### src/rtl/apsr_pkg.sv
// Shared types, constants and helpers for the ATA PIO LBA28 sector reader.
// Used by apsr_ctrl, apsr_emit and the top level; depends on nothing.
package apsr_pkg;

  localparam int unsigned SectorWords = 256;
  localparam int unsigned WordCntW    = $clog2(SectorWords + 1);
  localparam int unsigned PollW       = 20;
  localparam int unsigned LbaW        = 28;
  localparam int unsigned DataW       = 16;
  localparam int unsigned BeatIdxW    = 3;

  localparam logic [PollW-1:0] PollLimitReset = 20'd100000;

  // Task-file register offsets.
  localparam logic [2:0] RegData   = 3'd0;
  localparam logic [2:0] RegSecCnt = 3'd2;
  localparam logic [2:0] RegLbaLo  = 3'd3;
  localparam logic [2:0] RegLbaMid = 3'd4;
  localparam logic [2:0] RegLbaHi  = 3'd5;
  localparam logic [2:0] RegDrive  = 3'd6;
  localparam logic [2:0] RegStatus = 3'd7;

  localparam logic [7:0] DriveSelLba = 8'hE0;
  localparam logic [7:0] CmdReadSect = 8'h20;
  localparam logic [7:0] StatFloat   = 8'hFF;

  typedef enum logic [1:0] {
    CmdProbe = 2'd0,
    CmdRead  = 2'd1,
    CmdData  = 2'd2,
    CmdNone  = 2'd3
  } cmd_e;

  typedef enum logic [1:0] {
    KindWrite = 2'd0,
    KindRead  = 2'd1,
    KindWord  = 2'd2,
    KindDone  = 2'd3
  } kind_e;

  // One burst is the full list of result beats caused by one input beat.
  typedef enum logic [2:0] {
    BurstProbe    = 3'd0,
    BurstPoll     = 3'd1,
    BurstDataRd   = 3'd2,
    BurstDone     = 3'd3,
    BurstCmd      = 3'd4,
    BurstWordRd   = 3'd5,
    BurstWordDone = 3'd6,
    BurstNone     = 3'd7
  } burst_e;

  typedef struct packed {
    burst_e           burst;
    logic [LbaW-1:0]  lba;
    logic [DataW-1:0] word;
    logic             success;
    logic             present;
  } apsr_desc_t;

  typedef struct packed {
    kind_e      kind;
    logic [2:0] port;
    logic [7:0] wval;
    logic [15:0] word;
    logic       success;
  } apsr_beat_t;

  function automatic logic [BeatIdxW-1:0] burst_len(burst_e b);
    logic [BeatIdxW-1:0] n;
    case (b)
      BurstProbe:    n = 3'd2;
      BurstCmd:      n = 3'd7;
      BurstWordRd:   n = 3'd2;
      BurstWordDone: n = 3'd2;
      BurstNone:     n = 3'd0;
      default:       n = 3'd1;
    endcase
    return n;
  endfunction

endpackage

### src/rtl/ata_pio_lba28_sector_reader.sv
// Top level of the ATA PIO LBA28 single-sector read sequencer.
// Depends on apsr_pkg, apsr_ctrl and apsr_emit.
//
//  Channel   Direction  Payload
//  s_axis    in         tuser: command; tdata: lba, read_data
//  m_axis    out        tuser: kind; tdata: port_offset .. drive_present; tlast
//  cfg       in         drq_poll_limit, written when cfg_we_i is high
//
// An input beat is decided in the cycle it is accepted; its results, up to seven and none
// for a stray beat, pass the descriptor register and the emitter's register and leave it
// one per cycle while m_axis is ready. A new input beat is taken every cycle while each
// causes a single result and m_axis is ready; a longer burst holds later input beats back.
// One decided burst can wait in the descriptor register while the emitter sends the
// previous one; a stalled m_axis holds both. Reset is asynchronous and needs no clearing.
module ata_pio_lba28_sector_reader (
  input  logic        clk_i,
  input  logic        rst_ni,
  input  logic        cfg_we_i,
  input  logic [19:0] cfg_wdata_i,
  input  logic        s_axis_tvalid,
  output logic        s_axis_tready,
  input  logic [47:0] s_axis_tdata,  // lba[27:0], read_data[43:28], zero pad
  input  logic [1:0]  s_axis_tuser,  // command[1:0]
  output logic        m_axis_tvalid,
  input  logic        m_axis_tready,
  output logic [31:0] m_axis_tdata,  // port_offset[2:0], write_value[10:3],
                                     // word_out[26:11], success[27],
                                     // drive_present[28], zero pad
  output logic [1:0]  m_axis_tuser,  // kind[1:0]
  output logic        m_axis_tlast
);
  import apsr_pkg::*;

  apsr_desc_t desc;
  logic       desc_valid;
  logic       desc_ready;
  apsr_beat_t beat;
  logic       present;

  apsr_ctrl u_ctrl (
    .clk_i        (clk_i),
    .rst_ni       (rst_ni),
    .cfg_we_i     (cfg_we_i),
    .cfg_wdata_i  (cfg_wdata_i),
    .in_valid_i   (s_axis_tvalid),
    .in_ready_o   (s_axis_tready),
    .in_cmd_i     (s_axis_tuser),
    .in_lba_i     (s_axis_tdata[27:0]),
    .in_data_i    (s_axis_tdata[43:28]),
    .desc_valid_o (desc_valid),
    .desc_o       (desc),
    .desc_ready_i (desc_ready)
  );

  apsr_emit u_emit (
    .clk_i         (clk_i),
    .rst_ni        (rst_ni),
    .desc_valid_i  (desc_valid),
    .desc_i        (desc),
    .desc_ready_o  (desc_ready),
    .out_valid_o   (m_axis_tvalid),
    .out_ready_i   (m_axis_tready),
    .beat_o        (beat),
    .out_present_o (present),
    .out_last_o    (m_axis_tlast)
  );

  assign m_axis_tuser = beat.kind;
  assign m_axis_tdata = {3'b000, present, beat.success, beat.word, beat.wval, beat.port};

endmodule

### src/rtl/apsr_ctrl.sv
// Sequencer state and per-beat decision logic, with the descriptor register.
// Depends on apsr_pkg.
module apsr_ctrl (
  input  logic                       clk_i,
  input  logic                       rst_ni,
  input  logic                       cfg_we_i,
  input  logic [apsr_pkg::PollW-1:0] cfg_wdata_i,
  input  logic                       in_valid_i,
  output logic                       in_ready_o,
  input  logic [1:0]                 in_cmd_i,
  input  logic [apsr_pkg::LbaW-1:0]  in_lba_i,
  input  logic [apsr_pkg::DataW-1:0] in_data_i,
  output logic                       desc_valid_o,
  output apsr_pkg::apsr_desc_t       desc_o,
  input  logic                       desc_ready_i
);
  import apsr_pkg::*;

  localparam logic [2:0] PhIdle  = 3'd0;
  localparam logic [2:0] PhProbe = 3'd1;
  localparam logic [2:0] PhBsy   = 3'd2;
  localparam logic [2:0] PhDrq   = 3'd3;
  localparam logic [2:0] PhData  = 3'd4;

  logic [2:0]          phase_q, phase_d;
  logic                present_q, present_d;
  logic [LbaW-1:0]     lba_q, lba_d;
  logic [PollW-1:0]    poll_q, poll_d, poll_inc;
  logic [WordCntW-1:0] word_q, word_d, word_inc;
  logic [2:0]          delay_q, delay_d;
  logic [PollW-1:0]    limit_q;
  logic                valid_q, valid_d;
  apsr_desc_t          desc_q, desc_d;
  logic                accept;
  logic [7:0]          status;
  cmd_e                cmd;

  assign in_ready_o   = !valid_q || desc_ready_i;
  assign accept       = in_valid_i && in_ready_o;
  assign status       = in_data_i[7:0];
  assign cmd          = cmd_e'(in_cmd_i);
  assign poll_inc     = poll_q + 1'b1;
  assign word_inc     = word_q + 1'b1;
  assign desc_valid_o = valid_q;
  assign desc_o       = desc_q;

  always_comb begin
    phase_d   = phase_q;
    present_d = present_q;
    lba_d     = lba_q;
    poll_d    = poll_q;
    word_d    = word_q;
    delay_d   = delay_q;
    desc_d.burst   = BurstNone;
    desc_d.lba     = lba_q;
    desc_d.word    = in_data_i;
    desc_d.success = 1'b0;
    case (cmd)
      CmdProbe: begin
        desc_d.burst = BurstProbe;
        delay_d      = '0;
        phase_d      = PhProbe;
      end
      CmdRead: begin
        if (!present_q) begin
          desc_d.burst = BurstDone;
          phase_d      = PhIdle;
        end else begin
          lba_d        = in_lba_i;
          desc_d.burst = BurstPoll;
          phase_d      = PhBsy;
        end
      end
      CmdData: begin
        case (phase_q)
          PhProbe: begin
            if (delay_q < 3'd4) begin
              delay_d      = delay_q + 1'b1;
              desc_d.burst = BurstPoll;
            end else begin
              present_d      = (status != StatFloat);
              desc_d.burst   = BurstDone;
              desc_d.success = present_d;
              phase_d        = PhIdle;
            end
          end
          PhBsy: begin
            if (status[7]) begin
              desc_d.burst = BurstPoll;
            end else begin
              desc_d.burst = BurstCmd;
              poll_d       = '0;
              phase_d      = PhDrq;
            end
          end
          PhDrq: begin
            if (status[0]) begin
              desc_d.burst = BurstDone;
              phase_d      = PhIdle;
            end else if (status[3]) begin
              word_d       = '0;
              desc_d.burst = BurstDataRd;
              phase_d      = PhData;
            end else begin
              poll_d = poll_inc;
              // A zero limit behaves like a limit of one.
              if (poll_inc >= limit_q || poll_inc == '0) begin
                desc_d.burst = BurstDone;
                phase_d      = PhIdle;
              end else begin
                desc_d.burst = BurstPoll;
              end
            end
          end
          PhData: begin
            word_d = word_inc;
            if (word_inc >= WordCntW'(SectorWords)) begin
              desc_d.burst   = BurstWordDone;
              desc_d.success = 1'b1;
              phase_d        = PhIdle;
            end else begin
              desc_d.burst = BurstWordRd;
            end
          end
          default: begin
            phase_d = PhIdle;
          end
        endcase
      end
      default: begin
        desc_d.burst = BurstNone;
      end
    endcase
    desc_d.present = present_d;
  end

  always_comb begin
    valid_d = valid_q;
    if (accept && desc_d.burst != BurstNone) begin
      valid_d = 1'b1;
    end else if (desc_ready_i) begin
      valid_d = 1'b0;
    end
  end

  always_ff @(posedge clk_i or negedge rst_ni) begin
    if (!rst_ni) begin
      phase_q   <= PhIdle;
      present_q <= 1'b0;
      lba_q     <= '0;
      poll_q    <= '0;
      word_q    <= '0;
      delay_q   <= '0;
      limit_q   <= PollLimitReset;
      valid_q   <= 1'b0;
    end else begin
      if (cfg_we_i) begin
        limit_q <= cfg_wdata_i;
      end
      if (accept) begin
        phase_q   <= phase_d;
        present_q <= present_d;
        lba_q     <= lba_d;
        poll_q    <= poll_d;
        word_q    <= word_d;
        delay_q   <= delay_d;
      end
      valid_q <= valid_d;
    end
  end

  always_ff @(posedge clk_i) begin
    if (accept) begin
      desc_q <= desc_d;
    end
  end

  // A queued burst that the emitter has not taken must not change.
  a_desc_hold: assert property (@(posedge clk_i) disable iff (!rst_ni)
    valid_q && !desc_ready_i |=> valid_q && $stable(desc_q))
    else $error("descriptor changed while stalled");

  // A read request with no drive present ends in idle.
  a_nodrive_idle: assert property (@(posedge clk_i) disable iff (!rst_ni)
    accept && cmd == CmdRead && !present_q |=> phase_q == PhIdle && !present_q)
    else $error("read without drive did not return to idle");

  // Entering the DRQ wait always restarts the poll counter.
  a_drq_entry: assert property (@(posedge clk_i) disable iff (!rst_ni)
    accept && cmd == CmdData && phase_q == PhBsy && !status[7] |=> poll_q == '0)
    else $error("poll counter not cleared on DRQ entry");

endmodule

### src/rtl/apsr_emit.sv
// Result emitter: holds one burst descriptor and sends its beats one per cycle while out_ready_i is high.
// Depends on apsr_pkg.
module apsr_emit (
  input  logic                 clk_i,
  input  logic                 rst_ni,
  input  logic                 desc_valid_i,
  input  apsr_pkg::apsr_desc_t desc_i,
  output logic                 desc_ready_o,
  output logic                 out_valid_o,
  input  logic                 out_ready_i,
  output apsr_pkg::apsr_beat_t beat_o,
  output logic                 out_present_o,
  output logic                 out_last_o
);
  import apsr_pkg::*;

  logic                valid_q;
  logic [BeatIdxW-1:0] idx_q;
  apsr_desc_t          desc_q;
  logic                take;
  logic                load;
  apsr_beat_t          beat;

  always_comb begin
    beat.kind    = KindRead;
    beat.port    = RegStatus;
    beat.wval    = '0;
    beat.word    = '0;
    beat.success = 1'b0;
    case (desc_q.burst)
      BurstProbe: begin
        if (idx_q == 3'd0) begin
          beat.kind = KindWrite;
          beat.port = RegDrive;
          beat.wval = DriveSelLba;
        end
      end
      BurstCmd: begin
        case (idx_q)
          3'd0: begin
            beat.kind = KindWrite;
            beat.port = RegDrive;
            beat.wval = DriveSelLba | {4'h0, desc_q.lba[27:24]};
          end
          3'd1: begin
            beat.kind = KindWrite;
            beat.port = RegSecCnt;
            beat.wval = 8'd1;
          end
          3'd2: begin
            beat.kind = KindWrite;
            beat.port = RegLbaLo;
            beat.wval = desc_q.lba[7:0];
          end
          3'd3: begin
            beat.kind = KindWrite;
            beat.port = RegLbaMid;
            beat.wval = desc_q.lba[15:8];
          end
          3'd4: begin
            beat.kind = KindWrite;
            beat.port = RegLbaHi;
            beat.wval = desc_q.lba[23:16];
          end
          3'd5: begin
            beat.kind = KindWrite;
            beat.port = RegStatus;
            beat.wval = CmdReadSect;
          end
          default: begin
            beat.kind = KindRead;
          end
        endcase
      end
      BurstDataRd: begin
        beat.port = RegData;
      end
      BurstDone: begin
        beat.kind    = KindDone;
        beat.port    = RegData;
        beat.success = desc_q.success;
      end
      BurstWordRd, BurstWordDone: begin
        beat.port = RegData;
        if (idx_q == 3'd0) begin
          beat.kind = KindWord;
          beat.word = desc_q.word;
        end else if (desc_q.burst == BurstWordDone) begin
          beat.kind    = KindDone;
          beat.success = desc_q.success;
        end
      end
      default: begin
        beat.kind = KindRead;
      end
    endcase
  end

  assign out_last_o    = (idx_q == burst_len(desc_q.burst) - 1'b1);
  assign take          = valid_q && out_ready_i;
  assign desc_ready_o  = !valid_q || (take && out_last_o);
  assign load          = desc_valid_i && desc_ready_o;
  assign out_valid_o   = valid_q;
  assign beat_o        = beat;
  assign out_present_o = desc_q.present;

  always_ff @(posedge clk_i or negedge rst_ni) begin
    if (!rst_ni) begin
      valid_q <= 1'b0;
      idx_q   <= '0;
    end else if (load) begin
      valid_q <= 1'b1;
      idx_q   <= '0;
    end else if (take) begin
      if (out_last_o) begin
        valid_q <= 1'b0;
      end else begin
        idx_q <= idx_q + 1'b1;
      end
    end
  end

  always_ff @(posedge clk_i) begin
    if (load) begin
      desc_q <= desc_i;
    end
  end

  // The beat index stays inside the burst that is being sent.
  a_idx_bound: assert property (@(posedge clk_i) disable iff (!rst_ni)
    valid_q |-> idx_q < burst_len(desc_q.burst))
    else $error("beat index beyond burst length");

  // A sector ends with a data word followed by a successful done.
  a_sector_end: assert property (@(posedge clk_i) disable iff (!rst_ni)
    valid_q && desc_q.burst == BurstWordDone && out_last_o
      |-> beat.kind == KindDone && beat.success)
    else $error("sector did not end with a successful done");

  // A result beat that is not taken stays on the bus unchanged.
  a_out_hold: assert property (@(posedge clk_i) disable iff (!rst_ni)
    valid_q && !out_ready_i |=> valid_q && $stable(beat) && $stable(out_last_o))
    else $error("result beat changed while stalled");

endmodule
### config.mk
export PLATFORM = sky130hd
export DESIGN_NAME = ata_pio_lba28_sector_reader
export DESIGN_NICKNAME = d
export VERILOG_FILES = /design/src/rtl/apsr_pkg.sv /design/src/rtl/ata_pio_lba28_sector_reader.sv /design/src/rtl/apsr_ctrl.sv /design/src/rtl/apsr_emit.sv
export SDC_FILE = /design/constraint.sdc
export NUM_CORES = 1
export LEC_CHECK = 0
export ABC_CLOCK_PERIOD_IN_PS = 4500
export BUFFER_PORTS_ARGS = -buffer_cell sky130_fd_sc_hd__buf_2
export CORE_MARGIN = 2
export CORE_UTILIZATION = 58
export DETAILED_ROUTE_END_ITERATION = 16
export PLACE_DENSITY = 0.8
export SLEW_MARGIN = 20
export SYNTH_ARGS = -nofsm -noshare
export SYNTH_HDL_FRONTEND = slang
export SYNTH_SLANG_ARGS = --single-unit
### constraint.sdc
create_clock -name clk_i -period 4.5 [get_ports clk_i]
set_clock_uncertainty 0.2 [all_clocks]
set_input_delay 0.9 -clock clk_i [delete_from_list [all_inputs] [get_ports clk_i]]
set_output_delay 0.9 -clock clk_i [all_outputs]
set_load 0.02 [all_outputs]
# == Word level (Yosys, flattened, before mapping) ==
# Index checks and enable logic that the tools add are counted.
# classes
addsub,5
order_cmp,3
eq_ne,31
muxes,56
reduce_logical,32
# op_table
cell,n
11-bit one-hot mux with 6 select lines,1
20-bit two-way mux,3
3-bit two-way mux,14
20-bit one-hot mux with 2 select lines,1
3-bit one-hot mux with 3 select lines,4
16-bit two-way mux,2
3-bit one-hot mux with 4 select lines,2
3-bit equality test (second input constant),7
20-bit by 1-bit adder with 20-bit output (second input constant),1
20-bit >= comparator,1
20-bit logical NOT,1
3-bit by 2-bit equality test with 1-bit output (second input constant),6
9-bit two-way mux,2
9-bit one-hot mux with 2 select lines,1
8-bit one-hot mux with 2 select lines,1
2-bit two-way mux,7
1-bit two-way mux,13
12-bit two-way mux,1
2-bit inequality test (second input constant),6
6-bit AND reduction,2
2-bit nonzero test,6
9-bit by 1-bit adder with 9-bit output (second input constant),1
9-bit >= comparator (second input constant),1
3-bit inequality test (second input constant),3
28 further kinds,40
# totals
ff_bits,187
in_bits,75

# == Depth between registers and ports, before layout ==
# logic_depth
ltp_word,11
mapped_depth,14
mapped_depth_nobuf,13

# == Hierarchy ==
# A second synthesis with hierarchy kept.
# hier_totals
cells_unflattened,753
hier_area_um2,8853.5
# by_module_without_submodules
mod,n_inst,cells_per_inst,area_per_inst_um2,seq_area_each_um2
apsr_ctrl,1,553,6341.1,3606.0
apsr_emit,1,195,2478.6,1571.5
ata_pio_lba28_sector_reader,1,5,33.8,0.0

# == Worst setup path before layout ==
# No wires, ideal clock.
# synth_timing
path_type,register to register
startpoint,register u_ctrl.poll_q[0]
endpoint,register u_ctrl.phase_q[1]
setup_ps,125
arrival_time_ps,3541
t_required_ps,4175
path_slack_ps,634
stages_incl_launch_ff,13
path_buffers,1
cell_sequence,dfrtp_1 -> ha_1 -> buf_2 -> nand3_2 -> or3_1 -> or3_1 -> nand2_1 -> ha_1 -> a21o_1 -> a2111oi_0 -> nand3_1 -> o41ai_4 -> mux2_4
# synth_between
elab_chain_cells,5
elab_cells_between_ends,6
# synth_rtl
element,line_no,text
start: declaration,apsr_ctrl.sv:28,"logic [PollW-1:0] poll_q, poll_d, poll_inc;"
start signal: assignment,apsr_ctrl.sv:164,poll_q <= poll_d;
20-bit by 1-bit adder with 20-bit output *,apsr_ctrl.sv:42,assign poll_inc = poll_q + 1'b1;
20-bit >= comparator or 20-bit logical NOT (tied branches),apsr_ctrl.sv:107,if (poll_inc >= limit_q || poll_inc == '0) begin
1-bit logical OR *,apsr_ctrl.sv:107,
5-bit by 4-bit inequality test with 1-bit output (no line) *,n/a,
6-bit AND reduction (no line) *,n/a,
end signal: assignment,apsr_ctrl.sv:148,phase_q <= PhIdle;
end signal: assignment,apsr_ctrl.sv:161,phase_q <= phase_d;
end: declaration,apsr_ctrl.sv:25,"logic [2:0] phase_q, phase_d;"
# Mark *: on every way between the ends. The rest lies on a longest branch, timed or not.
# A chain may end at the register's enable or synchronous reset.

# == Final worst setup path ==
# layout_timing
startpoint,register u_emit.desc_q[47] (netlist name)
endpoint,output m_axis_tlast
# layout_between
elab_chain_cells,5
elab_cells_between_ends,9
# layout_rtl
element,line_no,text
start: declaration,apsr_emit.sv:19,apsr_desc_t desc_q;
start signal: assignment,apsr_emit.sv:125,desc_q <= desc_i;
3-bit equality test or 3-bit logical NOT (tied branches),apsr_pkg.sv:71,case (b)
3-bit OR reduction (no line),n/a,
3-bit one-hot mux with 3 select lines *,apsr_pkg.sv:71,
3-bit by 1-bit subtractor with 3-bit output *,apsr_emit.sv:99,assign out_last_o = (idx_q == burst_len(desc_q.burst) - 1'b1);
3-bit equality test *,apsr_emit.sv:99,
end: declaration,ata_pio_lba28_sector_reader.sv:30,output logic m_axis_tlast
# Marked as above.

==> results.json <==
{
  "status": "finished, final reports clean",
  "ys_warn_count": 0,
  "drt_wl_total_um": 17500,
  "fin_ws_ps": 258,
  "critPathLaunchType": "flop",
  "cts_resized": 0,
  "min_path_cells": 0,
  "synth_edf_count": 98,
  "ys_seq_elements": 187,
  "power.density_nw_per_um2": 469,
  "clkSinkCount": 187,
  "dp_hpwl_um": 12200,
  "rsz0062_at_grt": "false",
  "antenna_found_initial": 0,
  "layout-drive-gt1-share_pct": 22.7,
  "die_w_um": 128,
  "root_buffer": "clkbuf_16",
  "synth_area_leaders": "edfxtp_1 33%, dfrtp_1 23%, ha_1 4.8%",
  "synth_top_flop_cell": "edfxtp_1",
  "synth-async-reset-ratio_pct": 47.6,
  "crit_type": "reg2out",
  "clockBufferDepth": 2,
  "drc": 0,
  "slew_headroom_pct": 32.7,
  "final_area_um2": 10100,
  "slew_viol_final": 0,
  "clkLatencyLatePin_ps": 420,
  "netlist_area_um2": 8920,
  "final_cell_mix": "103 x buf_2, 98 x edfxtp_1, 83 x dfrtp_1, 82 x nand2_1, 78 x o21ai_0",
  "synth.top_cell.area_share_pct": 33.0,
  "grt_use_total_pct": 22.4,
  "wl_per_cell_um": 16.4,
  "cp.arrival_ps": 3140,
  "max-vdd-ir-drop_v": 0.000278,
  "clkTransAtPathRegs_ps": 60,
  "worst-path-max-fanout": 14,
  "grt_pass1_wl_um": 29000,
  "grt_max_degree": 63,
  "gp_congestion": 0.895,
  "h-tree-depth": 4,
  "post_cts_buffers": 0,
  "endpoint_kind": "output pin",
  "fin_nets": 975,
  "period_needed_ps": 4240,
  "layout_commonest_cell": "buf_2",
  "area_growth_pct": 13.7,
  "core_area_um2": 15100,
  "overflow": 0,
  "numCtsBuffers": 17,
  "cts_hold_buf": 0,
  "max_cap_viol_count": 0,
  "grt_pass1_vias": 6053,
  "via_per_inst": 5.79,
  "p_total_mw": 4.76,
  "fin_tns_setup_ps": 0,
  "ant_nets": 0,
  "postSynthAreaPerCell_um2": 11.6,
  "post-route-period-util_pct": 94.3,
  "die_area_um2": 16400,
  "fill_cells": 1121,
  "tritoncts": "yes",
  "start_util_pct": 58.9,
  "finalHoldViolations": 0,
  "dpl_cell_area_um2": 9590,
  "rows": 45,
  "drt_iter0_markers": 432,
  "ys_types": 71,
  "hold_class": "reg2reg",
  "cp.required_ps": 3400,
  "ios": 112,
  "synth_top_area_cell": "edfxtp_1",
  "instances_no_fill": 1066,
  "p_leak_nw": 4.41,
  "numPortBuffers": 104,
  "dp_worst_setup_slack_ps": 410,
  "ff2ff_path_depth": 11,
  "max_freq_mhz": 236,
  "tightest_slew_ps": 1000,
  "dp_cells": 1035,
  "synth_cells": 770,
  "yosysSeqAreaShare_pct": 58.0,
  "die_h_um": 128,
  "finalSetupViolCount": 0,
  "firstDrtPassIters": 5,
  "vias": 6173
}
-- layout make-up --
type | count | area [um2] | share of cell area, %
diodes | 1 | 2.50 | 0.0247
inverters | 40 | 150 | 1.48
repair buffers | 115 | 618 | 6.09
flip-flops and latches | 187 | 5180 | 51.0
well taps | 188 | 235 | 2.32
clock inverters | 12 | 126 | 1.25
clock buffers | 18 | 429 | 4.23
multi-input cells | 505 | 3410 | 33.6
-- cell usage after synthesis, drive strengths merged (4+ instances only) --
library cell and number:
nand2 82, or3 5, ha 34, and4 7, o21a 4, nand4 16, nor4 9, a21o 4
and2 23, nor2 32, a2111oi 4, mux2i 5, o21ai 78, a31oi 8, o31ai 12, and3 11
nand2b 9, xnor2 9, mux2 32, dfrtp 83, clkbuf 23, nor2b 8, a22oi 8, xor2 10
edfxtp 98, nor3 8, inv 40, buf 17, dfstp 6, a21oi 22, nand3 21
-- critical path, cell delays in order (launching register included) --
cell and delay (ps):
edfxtp_1 580, nor2_1 360, xor2_1 190, ha_1 180, xor2_1 220, mux2_2 380
o21ai_0 450, inv_1 160, buf_2 200
-- registers in the layout, indices dropped and copies added (netlist names) --
| name | flops |
|---|---|
| u_ctrl.present_q | 1 |
| u_ctrl.phase_q | 3 |
| u_emit.out_valid_o | 1 |
| u_emit.out_present_o | 1 |
| u_ctrl.poll_q | 20 |
| u_ctrl.desc_valid_o | 1 |
| u_ctrl.lba_q | 28 |
| u_ctrl.delay_q | 3 |
| u_ctrl.limit_q | 20 |
| u_ctrl.desc_o | 49 |
| u_ctrl.word_q | 9 |
| u_emit.idx_q | 3 |
| u_emit.desc_q | 48 |
-- report_power, final --
part	internal [mW]	switching, mW	total (mW)
Clock	0.808	0.608	1.42
Sequential	2.20	0.144	2.35
Combinational	0.356	0.642	0.998
Total	3.37	1.39	4.76
-- through the flow --
stage | util, % | hold slack [ps]
floorplan | - | 200
CTS | 67.0 | 219
global placement | 63.3 | 200
global route | 67.0 | 225
finish | 67.0 | 218
detailed placement | 63.3 | 205
-- path summary, 6_finish.rpt --
path	to	slack (ps)	startpoint
setup / recovery	m_axis_tlast	260	u_emit.desc_q[47]$_DFFE_PP_
hold / removal	u_emit.desc_q[18]$_DFFE_PP_	220	u_ctrl.desc_o[18]$_DFFE_PP_
setup reg to reg	u_ctrl.phase_q[1]$_DFFE_PN0P_	360	u_ctrl.poll_q[0]$_DFFE_PN0P_
hold reg to reg	u_emit.desc_q[18]$_DFFE_PP_	220	u_ctrl.desc_o[18]$_DFFE_PP_
max in group asynchronous	u_ctrl.limit_q[5]$_DFFE_PN1P_	2810	rst_ni
min in group asynchronous	u_ctrl.lba_q[16]$_DFFE_PN0P_	360	rst_ni
-- routing by layer --
metal  GRT usage [%]  part of all wire, %
met1            29.6                   45
met2            37.5                   50
met3            4.55                  3.7
met4            7.69                  1.7
met5               0                    0
-- logic make-up (layout without fill, tap and decap cells) --
kind of cell | count (synthesis) | count (layout) | synth area share [%]
adders and majority gates | 34 | 34 | 4.77
DFF | 187 | 187 | 58.0
and+or+nand+nor | 245 | 245 | 14.9
buffers and inverters | 80 | 185 | 4.04
AOI/OAI and AO/OA | 167 | 167 | 11.7
xor gates and xnor gates | 19 | 19 | 1.86
muxes | 37 | 37 | 4.64
other | 1 | 4 | 0.0420
No activity file was read; power rests on OpenSTA's default activity.
